===== config.mk =====
export PLATFORM = sky130hd
export DESIGN_NAME = fvn_front_flat
export DESIGN_NICKNAME = d
export VERILOG_FILES = /design/src/hw/rtl/fvn_pkg.sv /design/src/hw/rtl/fvn_if.sv /design/src/hw/rtl/fvn_divider.sv /design/src/hw/rtl/fvn_front.sv /design/src/flat_wrapper.sv
export SDC_FILE = /design/constraint.sdc
export NUM_CORES = 2
export LEC_CHECK = 0
export ABC_AREA = 0
export ABC_CLOCK_PERIOD_IN_PS = 69300
export BUFFER_PORTS_ARGS = -buffer_cell sky130_fd_sc_hd__buf_2
export CAP_MARGIN = 20
export CORE_ASPECT_RATIO = 0.7
export CORE_MARGIN = 2
export CORE_UTILIZATION = 50
export DETAILED_ROUTE_END_ITERATION = 8
export GPL_TIMING_DRIVEN = 1
export PLACE_DENSITY = 0.73
export SYNTH_ARGS = -nofsm -noshare
export SYNTH_HDL_FRONTEND = slang
export SYNTH_HIERARCHICAL = 1
export SYNTH_SLANG_ARGS = --single-unit

===== constraint.sdc =====
create_clock -name clk -period 69.3 [get_ports clk]
set_clock_uncertainty 0.05 [all_clocks]
set_input_delay 17.325 -clock clk [delete_from_list [all_inputs] [get_ports clk]]
set_output_delay 17.325 -clock clk [all_outputs]
set_load 0.005 [all_outputs]

===== src/hw/rtl/fvn_pkg.sv =====
// shared constants, types and helper functions for the fractal value noise block
`default_nettype none

package fvn_pkg;

  localparam int COORD_BITS_DEFAULT = 16;
  localparam int SPAN_BITS          = 12;
  localparam int SEED_BITS          = 64;
  localparam int SP_BITS            = 10;
  localparam int HEIGHT_BITS        = 8;
  localparam int CFG_INDEX_BITS     = 1;
  localparam int CFG_DATA_BITS      = 64;
  localparam int QUEUE_DEPTH        = 4;
  localparam int INTERP_BITS        = 18;
  localparam int BYTE_BITS          = 8;
  localparam int BLEND_BITS         = 12;

  localparam logic [SEED_BITS-1:0] SEED_RESET = 64'h0;
  localparam logic [SPAN_BITS-1:0] SPAN_RESET = 12'd512;

  localparam logic [63:0] HASH_BASIS    = 64'h0000_0100_0000_01b3;
  localparam logic [63:0] HASH_MUL1     = 64'h9e37_79b9_7f4a_7c15;
  localparam logic [63:0] HASH_MUL2     = 64'hc2b2_ae3d_27d4_eb4f;
  localparam logic [63:0] HASH_MUL3     = 64'hbf58_476d_1ce4_e5b9;
  localparam logic [63:0] FINE_SEED_XOR = 64'h0000_0000_00ab_cdef;

  localparam logic [SP_BITS-1:0] SP_COARSE_MIN = 10'd8;
  localparam logic [SP_BITS-1:0] SP_FINE_MIN   = 10'd4;

  // floor(v * R / 2^16) equals floor(v / d) over the value ranges used here
  localparam logic [15:0] DIV5_RECIP  = 16'd13108;
  localparam logic [15:0] DIV11_RECIP = 16'd5958;
  localparam logic [12:0] DIV10_RECIP = 13'd6554;

  typedef enum logic [CFG_INDEX_BITS-1:0] {
    CFG_SEED,
    CFG_SPAN
  } cfg_reg_t;

  typedef struct packed {
    logic full;
    logic empty;
  } queue_status_t;

  typedef struct packed {
    logic [63:0] lo;
    logic [31:0] m1;
    logic [31:0] m2;
  } mul_parts_t;

  function automatic logic [SP_BITS-1:0] spacing_coarse(input logic [SPAN_BITS-1:0] span);
    logic [SPAN_BITS+15:0] prod;
    logic [SPAN_BITS-1:0]  q;
    prod = (SPAN_BITS+16)'(span) * (SPAN_BITS+16)'(DIV5_RECIP);
    q    = prod[SPAN_BITS+15:16];
    return (q < SPAN_BITS'(SP_COARSE_MIN)) ? SP_COARSE_MIN : q[SP_BITS-1:0];
  endfunction

  function automatic logic [SP_BITS-1:0] spacing_fine(input logic [SPAN_BITS-1:0] span);
    logic [SPAN_BITS+15:0] prod;
    logic [SPAN_BITS-1:0]  q;
    prod = (SPAN_BITS+16)'(span) * (SPAN_BITS+16)'(DIV11_RECIP);
    q    = prod[SPAN_BITS+15:16];
    return (q < SPAN_BITS'(SP_FINE_MIN)) ? SP_FINE_MIN : q[SP_BITS-1:0];
  endfunction

  // low 64 bits of a 64x64 product as three 32x32 partial products
  function automatic mul_parts_t mul_parts(input logic [63:0] a, input logic [63:0] c);
    mul_parts_t p;
    p.lo = 64'(a[31:0]) * 64'(c[31:0]);
    p.m1 = a[63:32] * c[31:0];
    p.m2 = a[31:0] * c[63:32];
    return p;
  endfunction

  function automatic logic [63:0] mul_sum(input mul_parts_t p);
    logic [31:0] mid;
    mid = p.m1 + p.m2;
    return p.lo + {mid, 32'h0};
  endfunction

endpackage

`default_nettype wire


===== src/hw/rtl/fvn_if.sv =====
// coordinate and height channel interfaces
`default_nettype none

interface fvn_coord_if #(
  parameter int COORD_BITS = fvn_pkg::COORD_BITS_DEFAULT
);
  logic                         valid;
  logic                         ready;
  logic signed [COORD_BITS-1:0] x_coord;
  logic signed [COORD_BITS-1:0] z_coord;

  modport source (output valid, x_coord, z_coord, input ready);
  modport sink   (input valid, x_coord, z_coord, output ready);
endinterface


`default_nettype wire


===== src/hw/rtl/fvn_divider.sv =====
// pipelined restoring divider, one quotient bit per stage, several lanes
`default_nettype none

module fvn_divider #(
  parameter int LANES = 1,
  parameter int NB    = 8,
  parameter int DB    = 10,
  parameter int SB    = 1
) (
  input  logic                         clk,
  input  logic                         rst,
  input  logic                         en,
  input  logic [LANES-1:0][NB-1:0]     num_in,
  input  logic [LANES-1:0][DB-1:0]     rem_in,
  input  logic [LANES-1:0][DB-1:0]     divisor,
  input  logic [SB-1:0]                side_in,
  output logic [LANES-1:0][NB-1:0]     quo,
  output logic [LANES-1:0][DB-1:0]     rem,
  output logic [SB-1:0]                side_out
);

  logic [LANES-1:0][NB-1:0] num_st [NB+1];
  logic [LANES-1:0][DB-1:0] rem_st [NB+1];
  logic [SB-1:0]            side_st [NB+1];
  logic [LANES-1:0][NB-1:0] num_next [NB];
  logic [LANES-1:0][DB-1:0] rem_next [NB];

  // dividend bits leave at the top while quotient bits enter at the bottom
  always_comb begin
    logic [DB:0] t;
    for (int k = 0; k < NB; k++) begin
      for (int l = 0; l < LANES; l++) begin
        t = {rem_st[k][l], num_st[k][l][NB-1]};
        if (t >= {1'b0, divisor[l]}) begin
          rem_next[k][l] = DB'(t - {1'b0, divisor[l]});
          num_next[k][l] = {num_st[k][l][NB-2:0], 1'b1};
        end else begin
          rem_next[k][l] = t[DB-1:0];
          num_next[k][l] = {num_st[k][l][NB-2:0], 1'b0};
        end
      end
    end
  end

  always_ff @(posedge clk) begin
    if (rst) begin
      for (int k = 0; k <= NB; k++) begin
        side_st[k] <= '0;
      end
    end else if (en) begin
      num_st[0]  <= num_in;
      rem_st[0]  <= rem_in;
      side_st[0] <= side_in;
      for (int k = 0; k < NB; k++) begin
        num_st[k+1]  <= num_next[k];
        rem_st[k+1]  <= rem_next[k];
        side_st[k+1] <= side_st[k];
      end
    end
  end

  assign quo      = num_st[NB];
  assign rem      = rem_st[NB];
  assign side_out = side_st[NB];

endmodule

`default_nettype wire


===== src/hw/rtl/fvn_front.sv =====
// front pipeline: accepts coordinates and splits them into lattice index and offset
`default_nettype none

module fvn_front #(
  parameter int COORD_BITS = fvn_pkg::COORD_BITS_DEFAULT
) (
  input  logic                                          clk,
  input  logic                                          rst,
  fvn_coord_if.sink                                     coord,
  input  logic [fvn_pkg::SP_BITS-1:0]                   sp_coarse,
  input  logic [fvn_pkg::SP_BITS-1:0]                   sp_fine,
  input  logic                                          full,
  output logic                                          push,
  output logic [4*(COORD_BITS+fvn_pkg::SP_BITS)-1:0]    push_data
);

  localparam int UB = COORD_BITS - 1;
  localparam int LW = COORD_BITS + fvn_pkg::SP_BITS;

  logic                                en;
  logic                                negx;
  logic                                negz;
  logic [UB-1:0]                       ux;
  logic [UB-1:0]                       uz;
  logic [3:0][UB-1:0]                  quo;
  logic [3:0][fvn_pkg::SP_BITS-1:0]    rem;
  logic [3:0][fvn_pkg::SP_BITS-1:0]    dv;
  logic [2:0]                          side_out;

  // floor division of a negative value v goes through ~v = -v-1
  assign negx = coord.x_coord[COORD_BITS-1];
  assign negz = coord.z_coord[COORD_BITS-1];
  assign ux   = negx ? ~coord.x_coord[UB-1:0] : coord.x_coord[UB-1:0];
  assign uz   = negz ? ~coord.z_coord[UB-1:0] : coord.z_coord[UB-1:0];
  assign dv   = {sp_fine, sp_fine, sp_coarse, sp_coarse};

  assign en          = !full || !side_out[0];
  assign coord.ready = en;
  assign push        = side_out[0] && !full;

  fvn_divider #(
    .LANES(4),
    .NB   (UB),
    .DB   (fvn_pkg::SP_BITS),
    .SB   (3)
  ) u_div (
    .clk     (clk),
    .rst     (rst),
    .en      (en),
    .num_in  ({uz, ux, uz, ux}),
    .rem_in  ('0),
    .divisor (dv),
    .side_in ({negz, negx, coord.valid}),
    .quo     (quo),
    .rem     (rem),
    .side_out(side_out)
  );

  always_comb begin
    logic                        neg;
    logic [COORD_BITS-1:0]       g;
    logic [fvn_pkg::SP_BITS-1:0] f;
    for (int l = 0; l < 4; l++) begin
      neg = ((l & 1) != 0) ? side_out[2] : side_out[1];
      g   = neg ? ~{1'b0, quo[l]} : {1'b0, quo[l]};
      f   = neg ? dv[l] - fvn_pkg::SP_BITS'(1) - rem[l] : rem[l];
      push_data[l*LW +: LW] = {g, f};
    end
  end

endmodule

`default_nettype wire


===== src/flat_wrapper.sv =====
// flat-port wrapper written by rule: the top's interface ports become plain ports
module fvn_front_flat 
#(
  parameter int COORD_BITS = fvn_pkg::COORD_BITS_DEFAULT
)
  (clk, rst, sp_coarse, sp_fine, full, push, push_data, coord_valid, coord_x_coord, coord_z_coord, coord_ready);
  fvn_coord_if #(.COORD_BITS(COORD_BITS)) coord_i ();
  input  logic clk;
  input  logic rst;
  input  logic [fvn_pkg::SP_BITS-1:0] sp_coarse;
  input  logic [fvn_pkg::SP_BITS-1:0] sp_fine;
  input  logic full;
  output logic push;
  output logic [4*(COORD_BITS+fvn_pkg::SP_BITS)-1:0] push_data;
  input wire logic [$bits(coord_i.valid)-1:0] coord_valid;
  input wire logic [$bits(coord_i.x_coord)-1:0] coord_x_coord;
  input wire logic [$bits(coord_i.z_coord)-1:0] coord_z_coord;
  output wire logic [$bits(coord_i.ready)-1:0] coord_ready;
  assign coord_i.valid = coord_valid;
  assign coord_i.x_coord = coord_x_coord;
  assign coord_i.z_coord = coord_z_coord;
  assign coord_ready = coord_i.ready;
  fvn_front #(.COORD_BITS(COORD_BITS)) u_core (.clk(clk), .rst(rst), .coord(coord_i), .sp_coarse(sp_coarse), .sp_fine(sp_fine), .full(full), .push(push), .push_data(push_data));
endmodule

Yosys cells after proc, flatten, opt, wreduce, memory -nomap -nowiden
Memory sizes are Yosys's and may differ from the RTL's.
Cells that the tools add are included.
Widths: inputs -> output; s select.
- memories kept: 3
- input port bits: 56
- word-level logic and storage cells: 306
- memory bits (writable): 1648
- flip-flop bits (word level): 0
- output and inout port bits: 106
- $lt $le $gt $ge: 60
- bitwise logic cells: 22
- add/sub/neg operators: 66
- reductions and logical operators: 4
- muxes and demuxes: 151
- memory list (name ; words ; bits a word ; rd ports ; clocked after memory_dff ; wr ports ; RTL line ; source):
    u_core.u_div.num_st ; 16 ; 60 ; 16 ; 0 ; 16 ; fvn_divider.sv:22 ; logic [LANES-1:0][NB-1:0] num_st [NB+1];
    u_core.u_div.rem_st ; 16 ; 40 ; 16 ; 0 ; 16 ; fvn_divider.sv:23 ; logic [LANES-1:0][DB-1:0] rem_st [NB+1];
    u_core.u_div.side_st ; 16 ; 3 ; 16 ; 0 ; 16 ; fvn_divider.sv:24 ; logic [SB-1:0] side_st [NB+1];
- operator list (operator ; count):
    $ge 11x10->1 ; 60
    $mux 10 ; 64
    $sub 10x10->10 ; 64
    $mux 1 ; 65
    $mux 16 ; 4
    $not 15->16 ; 4
    $mux 3 ; 16
    $mux 15 ; 2
    $not 15->15 ; 2
    $sub 10x1->10 const B ; 2
    $or 1x1->1 ; 16
    $logic_not 1->1 ; 2
    $logic_and 1x1->1 ; 1
    $logic_or 1x1->1 ; 1

Longest topological paths before layout
An unclocked memory read counts as a cell.
- depth in word-level cells: 7
- depth in mapped cells: 11
- mapped depth without buffers: 11

Hierarchy
Netlist, hierarchy kept.
- modules (own cells, without submodules) (module ; sequential area each (um2) ; cells an instance ; area an instance (um2) ; instances):
    fvn_divider ; 49487.5 ; 5768 ; 84292.1 ; 1
    fvn_front ; 0.0 ; 487 ; 3380.7 ; 1

Least setup slack after synthesis
OpenSTA, ideal clock, no wires.
- path kind: input-to-reg
- start: input port full
- end: memory u_core.u_div.side_st[6][1], in the netlist u_core/u_div/side_st[0][19], data pin
- library setup time: 372 ps
- path buffers: 1
- arrival: 63345 ps
- path slack: 5533 ps
- stages on the path: 4
- required time: 68878 ps
- cell sequence: nand2_1 -> nor2b_1 -> clkbuf_1 -> and2_1
- RTL lines (element ; RTL line ; source):
    start, declared ; flat_wrapper.sv:12 ; input logic full;
    end, declared ; fvn_divider.sv:24 ;

Worst setup path after layout
- start: input port sp_fine[0] in the netlist's numbering
- end: output port push_data[61] in the netlist's numbering
- word-level cells in the longest chain between the ends: 3
- RTL lines (element ; RTL line ; source):
    start, declared ; flat_wrapper.sv:11 ; input logic [fvn_pkg::SP_BITS-1:0] sp_fine;
    $sub 10x1->10 ; fvn_front.sv:66 ; f = neg ? dv[l] - fvn_pkg::SP_BITS'(1) - rem[l] : rem[l];
    $sub 10x10->10 ; fvn_front.sv:66 ;
    $mux 10 ; fvn_front.sv:66 ;
    end, declared ; flat_wrapper.sv:14 ; output logic [4*(COORD_BITS+fvn_pkg::SP_BITS)-1:0] push_data;
Every way passes these cells.

==> results.md <==
- Async SR Flop Fraction: 0%
- Multi-input gate area: 35,600 um2
- DRC: 0
- Worst R2R Start: u_core/u_div/side_st[0][45]$_SDFFCE_PP0P_
- H-Tree Depth: 4
- Slew @ Worst Pin: 1150 ps
- Avg Inst Size Synth: 14.0 um2
- Place WS: 31,470 ps
- Status: finished clean
- CP max stage delay: 480 ps
- Distinct cell type count after synthesis: 67
- Max Slew Vio Count: 0
- Drt wl/cell: 19.2 um
- CTS buffer count: 162
- Total number of vias: 49,400
- GPL Wtd Cong: 0.915
- Class of the worst hold path: register to register
- DIE HEIGHT: 354 um
- CP Launch Type: input port
- Routed vias/inst: 5.52
- Cell area after layout: 96,300 um2
- Core Footprint: 174,000 um2
- CP cell instances: buf_2 -> inv_1 -> ha_1 -> inv_1 -> or3_1 -> xnor2_1 -> ha_1 -> o2111ai_1 -> a31oi_1 -> o31ai_1 -> mux2i_1 -> o2111ai_1 -> buf_2
- Global route overflow: 0
- DIE AREA: 179,000 um2
- PwrDens: 43.4 nW/um2
- Port bufs: 161
- Most frequent cells in the layout: 1,648 x edfxtp_1, 638 x ha_1, 415 x mux2_4
- CTS clk-pin slew, worst paths: 60 ps
- Die width: 504 um
- Vias in the first global route: 48,300
- Fmax: 26.4 MHz
- Row count: 128
- Share of post-route cells with drive strength above 1: 17.8%
- Clock sink count: 1,648
- Slowest cell on the critical path: o31ai_1
- Switching Share: 31.4%
- Minimum clock period: 37,820 ps
- Hold_buf cts: 0
- Fin nets: 7,241
- #FFs+latches synth: 1,648
- Synthesized netlist cell count: 6,255
- Initial antenna violation count: 14
- Max IR drop VDD: 0.0261 mV
- Hold wc startpoint: u_core/u_div/num_st[0][411]$_DFFE_PP_
- RSZ-0062 raised after global routing: no
- Post-DRT Antenna Nets: 0
- Final worst setup slack: 31,480 ps
- Slew HR: 23.4%
- Sequential fraction of the synthesis area: 56.4%
- Switching pwr: 1.31 mW
- Initial Utilization: 50.4%
- R2r worst-path depth: 9
- First-pass GRT wire length: 269,000 um
- Comb pwr share: 40.5%
- Maximum number of pins on one net before global-route repair: 147
- Worst setup endpoint: push_data[61]
- Worst Path Required: 51,920 ps
- Int Pwr: 2.87 mW
- Post-DP Area: 90,400 um2
- CTS tree: done
- CP max FO: 11
- Element type at the critical path end: output port
- Max Root-Sink Buffers: 3
- Filler cells: 13,700
- Sequential power share: 37.1%
- Total track usage: 19.0%
- Setup crit start: sp_fine[0]
- Clock share of power: 22.4%
- WS Path Type: input port to output port
- Clk_lat worst skew: 790 ps
- Reg-to-reg setup timing slack: 62,310 ps
- Setup TNS: 0 ps
- Final Cycle Share: 54.6%
- Arrival @ worst endpoint: 20,450 ps
- Iteration count of the initial detailed-routing pass: 5
- Setup violators final: 0
- Drt initial violations: 3,801
- Root Driver: clkbuf_16
- Area of the mapped netlist: 87,700 um2
- Most common cell after layout, fill and taps aside: edfxtp_1
- HPWL Detailed: 123,000 um
- Number of flops mapped to enable cells by yosys: 1,648
- YS warnings: 6
- Final core utilization: 55.3%
- Syn-to-layout area delta: 9.88%
- Capturing point of the worst reg2reg path: u_core/u_div/rem_st[0][291]$_DFFE_PP_
- Leakage power: 38.0 nW
- Setup bufs post-CTS: 0
- Overall routed net length: 172,000 um
- Register area: 49,500 um2
- Io pins: 162
- CTS resizes: 0
- Final-report hold violation count: 0
- Max-cap violations: 0
- Ys flop type: edfxtp_1
## through the flow
stage	hold slack [ps]	instances	power, mW
2_1_floorplan	350	6294	3.05
3_3_place_gp	350	8651	3.19
3_5_place_dp	355	8651	3.24
5_1_grt	366	8956	4.43
6_report	350	8957	4.18
4_1_cts	352	8946	4.20
## logic make-up after synthesis
| family | share of synthesized area (%) |
|---|---|
| flops | 56.4 |
| compound gates | 8.13 |
| fa+ha+maj | 10.6 |
| buf+inv | 3.16 |
| mux | 9.16 |
| other cells | 0.00428 |
| simple gates | 7.07 |
| xor+xnor | 5.46 |
## layer usage
layer / global-route usage (%) / share of wire, %
met5: 0 / 0.014
met4: 4.94 / 2.1
met3: 3.42 / 5.6
met2: 28.3 / 43
met1: 28.5 / 49
## synthesized netlist by cell type, drive strengths merged, types with 7 or more instances
cell type	number	share of area [%]
mux2i	74	0.84
o21a	67	0.57
edfxtp	1648	56
or3	15	0.11
o31ai	7	0.060
mux2	509	8.3
inv	338	1.4
or4	53	0.67
nand3	80	0.46
ha	638	9.1
xnor2	253	2.5
buf	173	1.6
a211oi	116	1.0
nor2	341	1.5
o221ai	52	0.52
o21ai	160	0.94
nand2b	7	0.050
and2b	32	0.27
nand3b	50	0.43
nor2b	153	1.1
a21o	96	0.82
nor4	8	0.057
a31oi	14	0.15
nand2	280	1.2
o2111ai	68	0.68
nor3	14	0.080
a21oi	437	2.9
xor2	294	2.9
clkbuf	16	0.069
and2	32	0.23
fa	64	1.5
nand4	110	0.78
## registers in the layout, indices dropped and copies added, names as in the netlist
register	cells
u_core/u_div/num_st	960
u_core/u_div/rem_st	640
u_core/u_div/side_st	48
## how the worst min path moves through the flow
stage,to,cells after the start,slack (ps)
floorplan,u_core/u_div/num_st[0][100]$_DFFE_PP_,0,350
global placement,u_core/u_div/num_st[0][149]$_DFFE_PP_,0,350
detailed placement,u_core/u_div/num_st[0][100]$_DFFE_PP_,0,350
CTS,u_core/u_div/num_st[0][243]$_DFFE_PP_,0,350
global route,u_core/u_div/num_st[0][393]$_DFFE_PP_,0,370
finish,u_core/u_div/num_st[0][472]$_DFFE_PP_,0,350
## power groups by stage
stage               Sequential [mW]  Combinational (mW)  Clock, mW
CTS                            1.55                1.69      0.962
global placement               1.56                1.63          0
detailed placement             1.57                1.67          0
global route                   1.57                1.86      0.999
finish                         1.55                1.69      0.936
floorplan                      1.60                1.45          0
## area by class of cell
class                           instances  share of cell area, %
Antenna cell                            3                0.00779
Clock buffer                          183                   4.38
Clock inverter                        112                   1.53
Inverter                              338                   1.32
Multi-Input combinational cell       4119                   36.9
Sequential cell                      1648                   51.4
Tap cell                             2340                   3.04
Timing Repair Buffer                  214                   1.43
## critical path: cells and delay by family
family / cells / cell delay [ps]
AO/OA/AOI/OAI: 4 / 990
XOR/XNOR: 1 / 260
buffers and inverters: 4 / 660
adder cells (fa/ha/maj): 2 / 540
multiplexers: 1 / 250
AND/OR/NAND/NOR: 1 / 390
Note: power is estimated with default switching activity, not from simulation.
