==> src/hw/rtl/fvn_pkg.sv <==
// shared constants, types and helper functions for the fractal value noise block
`default_nettype none

package fvn_pkg;

  localparam int COORD_BITS_DEFAULT = 16;
  localparam int SPAN_BITS          = 12;
  localparam int SEED_BITS          = 64;
  localparam int SP_BITS            = 10;
  localparam int HEIGHT_BITS        = 8;
  localparam int CFG_INDEX_BITS     = 1;
  localparam int CFG_DATA_BITS      = 64;
  localparam int QUEUE_DEPTH        = 4;
  localparam int INTERP_BITS        = 18;
  localparam int BYTE_BITS          = 8;
  localparam int BLEND_BITS         = 12;

  localparam logic [SEED_BITS-1:0] SEED_RESET = 64'h0;
  localparam logic [SPAN_BITS-1:0] SPAN_RESET = 12'd512;

  localparam logic [63:0] HASH_BASIS    = 64'h0000_0100_0000_01b3;
  localparam logic [63:0] HASH_MUL1     = 64'h9e37_79b9_7f4a_7c15;
  localparam logic [63:0] HASH_MUL2     = 64'hc2b2_ae3d_27d4_eb4f;
  localparam logic [63:0] HASH_MUL3     = 64'hbf58_476d_1ce4_e5b9;
  localparam logic [63:0] FINE_SEED_XOR = 64'h0000_0000_00ab_cdef;

  localparam logic [SP_BITS-1:0] SP_COARSE_MIN = 10'd8;
  localparam logic [SP_BITS-1:0] SP_FINE_MIN   = 10'd4;

  // floor(v * R / 2^16) equals floor(v / d) over the value ranges used here
  localparam logic [15:0] DIV5_RECIP  = 16'd13108;
  localparam logic [15:0] DIV11_RECIP = 16'd5958;
  localparam logic [12:0] DIV10_RECIP = 13'd6554;

  typedef enum logic [CFG_INDEX_BITS-1:0] {
    CFG_SEED,
    CFG_SPAN
  } cfg_reg_t;

  typedef struct packed {
    logic full;
    logic empty;
  } queue_status_t;

  typedef struct packed {
    logic [63:0] lo;
    logic [31:0] m1;
    logic [31:0] m2;
  } mul_parts_t;

  function automatic logic [SP_BITS-1:0] spacing_coarse(input logic [SPAN_BITS-1:0] span);
    logic [SPAN_BITS+15:0] prod;
    logic [SPAN_BITS-1:0]  q;
    prod = (SPAN_BITS+16)'(span) * (SPAN_BITS+16)'(DIV5_RECIP);
    q    = prod[SPAN_BITS+15:16];
    return (q < SPAN_BITS'(SP_COARSE_MIN)) ? SP_COARSE_MIN : q[SP_BITS-1:0];
  endfunction

  function automatic logic [SP_BITS-1:0] spacing_fine(input logic [SPAN_BITS-1:0] span);
    logic [SPAN_BITS+15:0] prod;
    logic [SPAN_BITS-1:0]  q;
    prod = (SPAN_BITS+16)'(span) * (SPAN_BITS+16)'(DIV11_RECIP);
    q    = prod[SPAN_BITS+15:16];
    return (q < SPAN_BITS'(SP_FINE_MIN)) ? SP_FINE_MIN : q[SP_BITS-1:0];
  endfunction

  // low 64 bits of a 64x64 product as three 32x32 partial products
  function automatic mul_parts_t mul_parts(input logic [63:0] a, input logic [63:0] c);
    mul_parts_t p;
    p.lo = 64'(a[31:0]) * 64'(c[31:0]);
    p.m1 = a[63:32] * c[31:0];
    p.m2 = a[31:0] * c[63:32];
    return p;
  endfunction

  function automatic logic [63:0] mul_sum(input mul_parts_t p);
    logic [31:0] mid;
    mid = p.m1 + p.m2;
    return p.lo + {mid, 32'h0};
  endfunction

endpackage

`default_nettype wire

==> src/hw/rtl/fvn_queue.sv <==
// small register queue between the front and back pipelines
`default_nettype none

module fvn_queue #(
  parameter int WIDTH = 8,
  parameter int DEPTH = fvn_pkg::QUEUE_DEPTH
) (
  input  logic                   clk,
  input  logic                   rst,
  input  logic                   push,
  input  logic [WIDTH-1:0]       push_data,
  input  logic                   pop,
  output logic [WIDTH-1:0]       pop_data,
  output fvn_pkg::queue_status_t status
);

  localparam int PW = (DEPTH > 1) ? $clog2(DEPTH) : 1;
  localparam int CW = $clog2(DEPTH + 1);

  logic [WIDTH-1:0] mem [DEPTH];
  logic [PW-1:0]    wr_ptr;
  logic [PW-1:0]    rd_ptr;
  logic [CW-1:0]    count;

  always_ff @(posedge clk) begin
    if (push) begin
      mem[wr_ptr] <= push_data;
    end
  end

  always_ff @(posedge clk) begin
    if (rst) begin
      wr_ptr <= '0;
      rd_ptr <= '0;
      count  <= '0;
    end else begin
      if (push) begin
        wr_ptr <= (wr_ptr == PW'(DEPTH - 1)) ? '0 : wr_ptr + PW'(1);
      end
      if (pop) begin
        rd_ptr <= (rd_ptr == PW'(DEPTH - 1)) ? '0 : rd_ptr + PW'(1);
      end
      if (push && !pop) begin
        count <= count + CW'(1);
      end else if (pop && !push) begin
        count <= count - CW'(1);
      end
    end
  end

  assign pop_data     = mem[rd_ptr];
  assign status.full  = (count == CW'(DEPTH));
  assign status.empty = (count == '0);

endmodule

`default_nettype wire

==> config.mk <==
export PLATFORM = sky130hd
export DESIGN_NAME = fvn_queue
export DESIGN_NICKNAME = d
export VERILOG_FILES = /design/src/hw/rtl/fvn_pkg.sv /design/src/hw/rtl/fvn_queue.sv
export SDC_FILE = /design/constraint.sdc
export NUM_CORES = 1
export LEC_CHECK = 0
export ABC_AREA = 1
export CAP_MARGIN = 0
export CORE_MARGIN = 5
export CORE_UTILIZATION = 60
export DETAILED_ROUTE_END_ITERATION = 7
export DONT_BUFFER_PORTS = 1
export GPL_ROUTABILITY_DRIVEN = 1
export GPL_TIMING_DRIVEN = 0
export PLACE_DENSITY = 0.86
export SLEW_MARGIN = 20
export SYNTH_ARGS = -nofsm -noshare
export SYNTH_HDL_FRONTEND = slang
export SYNTH_SLANG_ARGS = --single-unit
==> constraint.sdc <==
create_clock -name clk -period 1.53 [get_ports clk]
set_input_delay 0 -clock clk [delete_from_list [all_inputs] [get_ports clk]]
set_output_delay 0 -clock clk [all_outputs]
set_load 0.005 [all_outputs]
After elaboration in Yosys (flattened, before gate mapping)
Memories as Yosys holds them, arrays and structs flattened. A register that Yosys moved wholly into a read port is not among the register bits.
Index checks and enable logic that the tools add are counted.
{ "word_totals": {"ff_bits": 7, "ramBits": 32, "input_bits": 12, "output_inout_bits": 10, "elab_cells": 25, "memories": 1} }
{ "mem_list": {"columns": ["memory", "words", "width", "read_ports", "rd_clocked_by_memory_dff", "wr", "line_no", "rtl"], "rows": [
  ["mem", 4, 8, 1, 1, 1, "fvn_queue.sv:20", "logic [WIDTH-1:0] mem [DEPTH];"]
]} }
{ "classes": {"add_sub_neg": 4, "eq_ne": 3, "muxes": 8, "n_reduce_logical": 6} }
{ "ops": {"columns": ["operator", "n"], "rows": [
  ["2-bit 2-to-1 mux", 4],
  ["3-bit 2-to-1 mux", 2],
  ["2-bit by 1-bit adder with 2-bit output (second input constant)", 2],
  ["2-bit equality test (second input constant)", 2],
  ["3-bit by 1-bit adder with 3-bit output (second input constant)", 1],
  ["3-bit equality test (second input constant)", 1],
  ["3-bit zero test", 1],
  ["3-bit by 1-bit subtractor with 3-bit output (second input constant)", 1],
  ["1-bit logical AND", 2],
  ["1-bit zero test", 2],
  ["1-bit 2-to-1 mux", 2],
  ["2-bit nonzero test", 1]
]} }

Longest topological paths before layout
Gate-level depths: netlist of run 1.
{ "logic_depth": {"depth_word": 4, "mapped_depth": 10, "ltp_nobuf": 10} }

Worst setup path before layout of run 1
OpenSTA, ideal clock, no wires.
{ "synth_path": {"kind": "register to register", "startpoint": "reg count[0]", "endpoint": "reg count[2]", "setup_time_ps": 110, "arrival_ps": 1039, "required_ps": 1420, "setup_slack_ps": 382, "stages_incl_launch_ff": 8, "n_path_buf": 0, "synth_period_minus_slack_ps": 1148, "cell_sequence": "dfxtp_1 fa_1 inv_1 nand2_1 nand3_1 nand2_1 inv_1 nor2_1"} }
{ "synth_via": {"elab_chain_cells": 3, "elab_cells_between_ends": 4, "classes_between": "2 x add/sub; 2 x mux"} }
{ "synth_lines": {"columns": ["item", "line_no", "rtl"], "rows": [
  ["from (decl)", "fvn_queue.sv:23", "logic [CW-1:0] count;"],
  ["from (signal assigned)", "fvn_queue.sv:44", "count <= count + CW'(1);"],
  ["from (signal assigned)", "fvn_queue.sv:46", "count <= count - CW'(1);"],
  ["3-bit by 1-bit subtractor with 3-bit output", "fvn_queue.sv:46", null],
  ["3-bit 2-to-1 mux", "fvn_queue.sv:45", "end else if (pop && !push) begin"],
  ["3-bit 2-to-1 mux *", "fvn_queue.sv:43", "if (push && !pop) begin"]
]} }
Mark *: on every way between the ends. The rest lies on a longest branch, timed or not. The select of a mux whose other input is x is not followed.
A chain may end at the register's enable or synchronous reset.

Final worst setup path of run 1
{ "layout_path": {"startpoint": "in pop", "endpoint": "reg count[2]"} }
{ "layout_via": {"elab_chain_cells": 3, "elab_cells_between_ends": 5, "classes_between": "1 x mux; 4 x reduce/logical"} }
{ "layout_lines": {"columns": ["item", "line_no", "rtl"], "rows": [
  ["from (decl)", "fvn_queue.sv:12", "input logic pop,"],
  ["1-bit zero test", "fvn_queue.sv:43", null],
  ["1-bit logical AND", "fvn_queue.sv:43", null],
  ["3-bit 2-to-1 mux or 2-bit nonzero test (tied branches)", null, null]
]} }
Several ways; a longest one is shown, not always the timed one.

==> Implementation_results.wiki, run 1 <==
{| class="wikitable"
! Metric !! Value
|-
| Status || finished, final reports clean
|-
| Max Cap Violations || 0
|-
| Synth Flop Type || sky130_fd_sc_hd__edfxtp_1
|-
| Part of the power in registers || approximately 63%
|-
| Depth of the CTS H-tree || 2
|-
| Maximum net fanout on the critical path || 4
|-
| Synth async-reset ratio || 0%
|-
| P_leak || approximately 0.72 nW
|-
| Final Instance Area || around 1900 um^2
|-
| Crit path setup slack, layout || approximately 0.11 ns
|-
| Achievable Freq || ~700 MHz
|-
| # Post-CTS Setup Buffers || 0
|-
| Synth Net Count || 154
|-
| Skew-Pair Late Insertion Delay || about 0.33 ns
|-
| Final routed wire length divided by cell count || 16.5 um
|-
| PostCTS Resize Cnt || 0
|-
| Wire length of the first global-routing pass || 5180 um
|-
| Part of the power in the clock network || around a quarter
|-
| Final #Nets || between 150 and 200
|-
| Tightest Pin Transition || about 0.37 ns
|-
| Classification of the worst setup path || input pin to flop
|-
| HPWL after detailed placement || between 2000 and 2500 um
|-
| Initial antenna violation count || 0
|-
| Share of final-layout standard cells stronger than drive strength 1 || roughly 8.4%
|-
| Maximum vdd drop || about 1.2 mV
|-
| Die ar. || roughly 3900 um^2
|-
| Number of cells traversed by the worst register-to-register path || 3
|-
| Final wirelength || slightly above 3000 um
|-
| Number of buffers inserted during clock tree synthesis || 5
|-
| Routed via count || roughly 1100
|-
| Combinational power share || a little under an eighth
|-
| Number of cells in the finished layout apart from fillers || 185
|-
| WHS Path Cells || 3
|-
| P&R area growth vs syn || 12.6%
|-
| Data required time at the worst endpoint || ~1.8 ns
|-
| Row count || 19
|-
| Count of state elements after synthesis || 41
|-
| FILL cells || 195
|-
| Maximum number of pins on one net before global-route repair || 13
|-
| CTS Buffer Depth || 2
|-
| Critical-path cell with the highest stage delay || sky130_fd_sc_hd__dlygate4sd3_1
|-
| Worst reg-to-reg setup slack || around 0.25 ns
|-
| Post-CTS Hold Fix Bufs || 11
|-
| Netlist area before placement || ~1700 um^2
|-
| Number of instances in the synthesized netlist || 135
|-
| Initial cell density of the core || about three fifths
|-
| Worst hold path type || input pin to flop
|-
| Synthesized area per cell || about 12 um^2
|-
| Final Wtd Congestion || about 0.82
|-
| Number of warnings issued by yosys || 0
|-
| Launch instance of the worst min-delay path || push
|-
| DRC violations left || 0
|-
| Die Y || 62.5 um
|-
| Number of global-route vias before repair || 1166
|-
| RSZ-0062 raised after global routing || false
|-
| Switching share of power || between 20% and 30%
|-
| Tot Pwr || 2.08 mW
|-
| Number of antenna-violating nets in the routed design || 0
|-
| Initial detailed-routing violation count || 53
|-
| Sequential cell area fraction in the yosys report || around 69%
|-
| Max-slew violations || 0
|-
| Multi-input gate area || around 430 um^2
|-
| Final-report setup violation count || 0
|-
| Number of enable-type register cells in the synthesized netlist || 32
|-
| Startpoint of the lowest-slack register-to-register path || wr_ptr[0]
|-
| Post-route clock period utilization || between 90% and 100%
|-
| Clock-pin slew on the worst setup and hold paths || roughly 0.11 ns
|-
| Worst-case hold slack || approximately 0.021 ns
|-
| Diodes inserted || 0
|-
| CTS root buffer || sky130_fd_sc_hd__clkbuf_4
|-
| Post-Route Skew || around 0.0048 ns
|-
| Number of placed instances, taps included || between 150 and 200
|-
| Hold Path End || count[0]
|-
| Final Hold Fails || 0
|-
| CTS tree || done
|-
| Overflow after GRT || 0
|-
| Num ports || 22
|-
| Core area || approximately 2700 um^2
|-
| Cell occurring most often along the worst timing path || sky130_fd_sc_hd__inv_1
|-
| Setup TNS Final || 0 ns
|-
| Worst stage delay on the critical path || 0.56 ns
|-
| Net switching component of the power || approximately 0.50 mW
|-
| Vias per std cell || roughly 5.7
|-
| Count of input and output buffers || 0
|-
| Final Critical Period || ~1.4 ns
|-
| Cell-internal power || approximately 1.6 mW
|-
| Critical path's top delay family || buffers and inverters
|-
| Global routing usage summed across all routing layers || roughly 17%
|-
| Horizontal extent of the die || about 62 um
|-
| Synth cell types || 19
|-
| Worst relative slew slack || between 70% and 80%
|-
| TritonCTS sink count || 41
|-
| Post-placement cell area || 1690 um^2
|-
| Combined flip-flop and latch cell area || roughly 1100 um^2
|-
| Share of the core filled with cells || between 60 and 70%
|-
| Nature of the critical path endpoint || flop
|-
| Data arrival time of the critical path || between 1.5 and 2 ns
|-
| Reg2reg end || mem[3][5]
|-
| Cell-by-cell trace of the critical path || dlygate4sd3_1 -> inv_1 -> ha_1 -> inv_1 -> fa_1 -> inv_1 -> nand2_1 -> nand3_1 -> nand2_1 -> inv_1 -> nor2_1
|-
| Startpoint types || input pin
|-
| CP bufs+invs || 5
|-
| Areal power density over the cells || around 1100 nW/um^2
|-
| Pre-CTS setup slack || 0.241 ns
|-
| Number of search-and-repair iterations in the first detailed-routing pass || 4
|}
-- cell usage after synthesis (2+ instances only) --
cell type,n,area share [%]
sky130_fd_sc_hd__edfxtp_1,32,58
sky130_fd_sc_hd__nor2_1,22,5.0
sky130_fd_sc_hd__inv_1,15,3.4
sky130_fd_sc_hd__o21ai_0,15,4.5
sky130_fd_sc_hd__dfxtp_1,9,11
sky130_fd_sc_hd__nand2_1,8,1.8
sky130_fd_sc_hd__o22ai_1,8,3.0
sky130_fd_sc_hd__ha_1,6,4.5
sky130_fd_sc_hd__nor3_1,4,1.2
sky130_fd_sc_hd__a21oi_1,3,0.91
sky130_fd_sc_hd__buf_6,2,1.4
sky130_fd_sc_hd__nor2_2,2,0.76
sky130_fd_sc_hd__o21ai_1,2,0.61
sky130_fd_sc_hd__o21ai_2,2,1.1
-- worst max-delay path by stage --
| stage | start | endpoint | cells past startpoint |
|---|---|---|---|
| after CTS | flop | pop_data[1] | 4 |
| after floorplan | count[0] | count[2] | 7 |
| after global placement | wr_ptr[0] | mem[3][3] | 3 |
| final | pop | count[2] | 11 |
| after global routing | pop | count[2] | 10 |
| after detailed placement | wr_ptr[0] | mem[3][6] | 3 |
-- state kept, by name, indices dropped and copies added, names as in the netlist, named ones only --
signal  count
rd_ptr      2
wr_ptr      2
mem        32
count       3
-- power groups by stage --
| stage | registers, mW | clock network (mW) | logic [mW] |
|---|---|---|---|
| after floorplan | 1.32 | 0 | 0.164 |
| after CTS | 1.30 | 0.541 | 0.247 |
| after detailed placement | 1.33 | 0 | 0.213 |
| final | 1.30 | 0.530 | 0.247 |
| after global routing | 1.31 | 0.588 | 0.279 |
| after global placement | 1.32 | 0 | 0.196 |
-- worst register-to-register path, delay by kind of cell (launching register included) --
kind | cells | cell delay, ns
buf+inv | 1 | 0.28
flops | 1 | 0.41
simple gates | 1 | 0.06
fa+ha+maj | 1 | 0.20
-- layer usage --
metal,part of all wire [%],global-route usage [%]
met2,52,27.8
met1,41,19.0
met5,0,0
met3,4.7,4.68
met4,1.9,10.3
-- placed cells by master, fill, tap and decap left out, drive strengths merged --
master       count
edfxtp          32
dfxtp            9
nand3            1
inv             16
clkbuf           8
o21ai           19
nand2            8
dlygate4sd3     11
nor2            24
nand4            1
a21oi            3
nor3             4
fa               1
o22ai            8
xor2             1
ha               6
buf              2
-- cell families (layout without fill, tap and decap cells) --
group,Yosys count,in the layout,share of synthesized area [%]
xor+xnor,1,1,0.530
flops,41,41,69.1
compound gates,30,30,10.2
simple gates,38,38,9.47
fa+ha+maj,7,7,5.76
buf+inv,18,37,5.00
-- final cells by class --
cell class	instances	share of cell area (%)
flip-flops and latches	41	61.4
multi-input cells	76	23.0
repair buffers	11	5.92
inverters	16	3.23
clock buffers	8	3.16
well taps	31	2.09
plain buffers	2	1.21
(Power assumes the default switching activity.)
==> inputs of run 2 (changes only) <==
- ABC_AREA: 1 -> default
==> run 2 against run 1 <==
  * Register-to-register slack lost 0.14 ns
  * Final cell count decreased by 26%
  * Fmax fell by 0.50%
  * Largest cell class unchanged
  * Synthesized cell count down 36%
  * Critical path type is now flop to flop
  * Sequential cell count unchanged
  * Core utilization grew 2.5 points
  * Sequential power barely moved
  * Largest power group unchanged
==> Implementation_results.wiki, run 2 <==
{| class="wikitable"
! Metric !! Value
|-
| Status || finished, final reports clean
|-
| Most flop-heavy register || mem
|-
| Number of warnings issued by yosys || 0
|-
| TritonCTS sink count || 41
|-
| Startpoint types || flop
|-
| Met2 wire length || roughly 1300 um
|-
| FILL cells || between 150 and 200
|-
| Cell-by-cell trace of the critical path || fa_2 -> xor2_1 -> or3_1 -> a21oi_1
|-
| Critical path's top delay family || adder cells
|-
| Most numerous cell in the Yosys netlist || sky130_fd_sc_hd__edfxtp_1
|-
| Largest area contributor in the netlist || sky130_fd_sc_hd__edfxtp_1
|-
| Final routed wire length divided by cell count || between 15 and 20 um
|-
| Number of enable-type register cells in the synthesized netlist || 32
|-
| Sequential cell area fraction in the yosys report || 71.4%
|-
| Metal3 WL || roughly 140 um
|-
| Initial detailed-routing violation count || 15
|-
| Tot Pwr || around 2.0 mW
|-
| Synth async-reset ratio || 0%
|-
| Share of final-layout standard cells stronger than drive strength 1 || between 10% and 20%
|-
| Depth of the CTS H-tree || 2
|-
| P&R area growth vs syn || 13.2%
|-
| Global routing usage summed across all routing layers || 16.4%
|-
| Most common library cells after synthesis || sky130_fd_sc_hd__edfxtp_1, sky130_fd_sc_hd__dfxtp_1, sky130_fd_sc_hd__mux4_2
|-
| Initial cell density of the core || ~63%
|-
| Data arrival time of the critical path || 1.70 ns
|-
| Final-report setup violation count || 0
|-
| Number of buffers inserted during clock tree synthesis || 5
|-
| Number of search-and-repair iterations in the first detailed-routing pass || 4
|-
| CTS Buffer Depth || 2
|-
| Overflow after GRT || 0
|-
| Vias per std cell || roughly 5.6
|-
| Die ar. || between 3000 and 4000 um^2
|-
| Flip-flop count of the largest register, all copies and words added || 32
|-
| Leading cell type in the layout, fill and taps excluded || sky130_fd_sc_hd__edfxtp_1
|-
| CTS tree || done
|-
| Top cell type's share of synthesized area || 60.1%
|-
| Synth Net Count || roughly 110
|-
| # Post-CTS Setup Buffers || 0
|-
| Num ports || 22
|-
| RSZ-0062 raised after global routing || false
|-
| Horizontal extent of the die || between 60 and 70 um
|-
| Worst relative slew slack || 70.8%
|-
| Share of the core filled with cells || 71.7%
|-
| DRC violations left || 0
|-
| Max Cap Violations || 0
|-
| Tightest Pin Transition || around 0.44 ns
|-
| Routed via count || approximately 760
|-
| Skew-Pair Late Insertion Delay || roughly 0.34 ns
|-
| Classification of the worst setup path || flop to flop
|-
| Row count || 18
|-
| Most frequent cells in the layout || sky130_fd_sc_hd__edfxtp_1, sky130_fd_sc_hd__dlygate4sd3_1, sky130_fd_sc_hd__mux4_2, sky130_fd_sc_hd__dfxtp_1, sky130_fd_sc_hd__nor2_1
|-
| CTS root buffer || sky130_fd_sc_hd__clkbuf_4
|-
| Synthesized area per cell || about 19 um^2
|-
| Achievable Freq || 703 MHz
|-
| Final wirelength || around 2500 um
|-
| Worst stage delay on the critical path || between 0.3 and 0.4 ns
|-
| Number of antenna-violating nets in the routed design || 0
|-
| Clock-pin slew on the worst setup and hold paths || 0.11 ns
|-
| Top Registers || mem x32, count x3
|-
| Core area || between 2000 and 3000 um^2
|-
| Final Wtd Congestion || 0.713
|-
| Setup TNS Final || 0 ns
|-
| Nature of the critical path endpoint || flop
|-
| Count of state elements after synthesis || ~40
|-
| Die Y || approximately 60 um
|-
| Synth Flop Type || sky130_fd_sc_hd__edfxtp_1
|-
| Maximum net fanout on the critical path || 4
|-
| Area contributors post-synth || sky130_fd_sc_hd__edfxtp_1, sky130_fd_sc_hd__dfxtp_1, sky130_fd_sc_hd__mux4_2
|-
| Areal power density over the cells || approximately 1100 nW/um^2
|-
| Number of global-route vias before repair || around 840
|-
| Final #Nets || 124
|-
| Synth cell types || 17
|-
| Maximum number of pins on one net before global-route repair || 13
|-
| Final Critical Period || 1.42 ns
|-
| Diodes inserted || 0
|-
| Metal1 wirelength || between 1000 and 1500 um
|-
| Number of instances in the synthesized netlist || 86
|-
| Maximum vdd drop || ~0.81 mV
|-
| Post-route clock period utilization || roughly 93%
|-
| P_leak || roughly 0.64 nW
|-
| Worst hold path type || input pin to flop
|-
| Initial antenna violation count || 0
|-
| CP bufs+invs || 0
|-
| Highest metal layer with signal wires || met4
|-
| Critical-path cell with the highest stage delay || sky130_fd_sc_hd__fa_2
|-
| Netlist area before placement || approximately 1600 um^2
|-
| Max-slew violations || 0
|-
| Final Hold Fails || 0
|-
| Post-Route Skew || slightly above 0.006 ns
|-
| Wire length of the first global-routing pass || slightly above 4000 um
|-
| HPWL after detailed placement || about 1700 um
|-
| Data required time at the worst endpoint || roughly 1.8 ns
|-
| Count of input and output buffers || 0
|}
## run 2: routing by layer
layer / global-route usage (%) / vias to the layer above
met5: 0 / -
met2: 26.9 / 19
li1: - / 369
met4: 6.97 / 0
met3: 7.55 / 4
met1: 18.4 / 363
## run 2: timing repair
item                       4_1_cts  5_1_grt
resized for setup                0        2
hold endpoints to repair        41        0
hold buffers                    12        0
setup endpoints to repair        0        1
## run 2: power breakdown
part	switching (mW)	leakage (nW)	internal, mW
Clock	0.315	0.0269	0.177
Sequential	0.0343	0.369	1.27
Combinational	0.114	0.241	0.116
## run 2: final timing paths
path | slack (ns) | cells past startpoint | endpoint | from
worst min-delay path | 0.02 | 3 | flop | pop
worst max-delay path | 0.11 | 4 | count[2] | count[0]
worst min register to register | 0.52 | 2 | count[2] | count[2]
worst max register to register | 0.11 | 4 | count[2] | count[0]
## run 2: layout make-up
class | instances | area (um^2) | area share (%)
Tap cell | 30 | 37.5 | 2.08
Buffer | 2 | 16.3 | 0.900
Multi-Input combinational cell | 39 | 428 | 23.7
Clock inverter | 1 | 3.75 | 0.208
Inverter | 4 | 15.0 | 0.830
Timing Repair Buffer | 12 | 120 | 6.64
Sequential cell | 41 | 1140 | 63.2
Clock buffer | 7 | 45.0 | 2.49
## run 2: logic make-up after synthesis
group / after synthesis / synth area share [%]
XOR/XNOR: 2 / 1.10
AND/OR/NAND/NOR: 15 / 4.85
multiplexers: 12 / 13.8
AO/OA/AOI/OAI: 3 / 0.939
flip-flops: 41 / 71.4
buffers and inverters: 6 / 1.96
adder cells (fa/ha/maj): 7 / 5.95
## run 2: worst register-to-register path: cells and delay by family (launching register included)
family                   cells  cell delay (ns)
XOR/XNOR                     1             0.16
AND/OR/NAND/NOR              1             0.32
adder cells (fa/ha/maj)      1             0.39
flip-flops                   1             0.36
AO/OA/AOI/OAI                1             0.14
## run 2: through the flow
stage               setup slack, ns  std cells  cell area, um^2  hold slack, ns
finish                        0.107        136             1810          0.0176
global route                 0.0597        136             1810         0.00260
CTS                          0.0297        136             1800         0.00965
detailed placement           0.0605        116             1640          0.0755
global placement              0.114        116             1640          0.0723
floorplan                     0.139         86             1600          0.0691
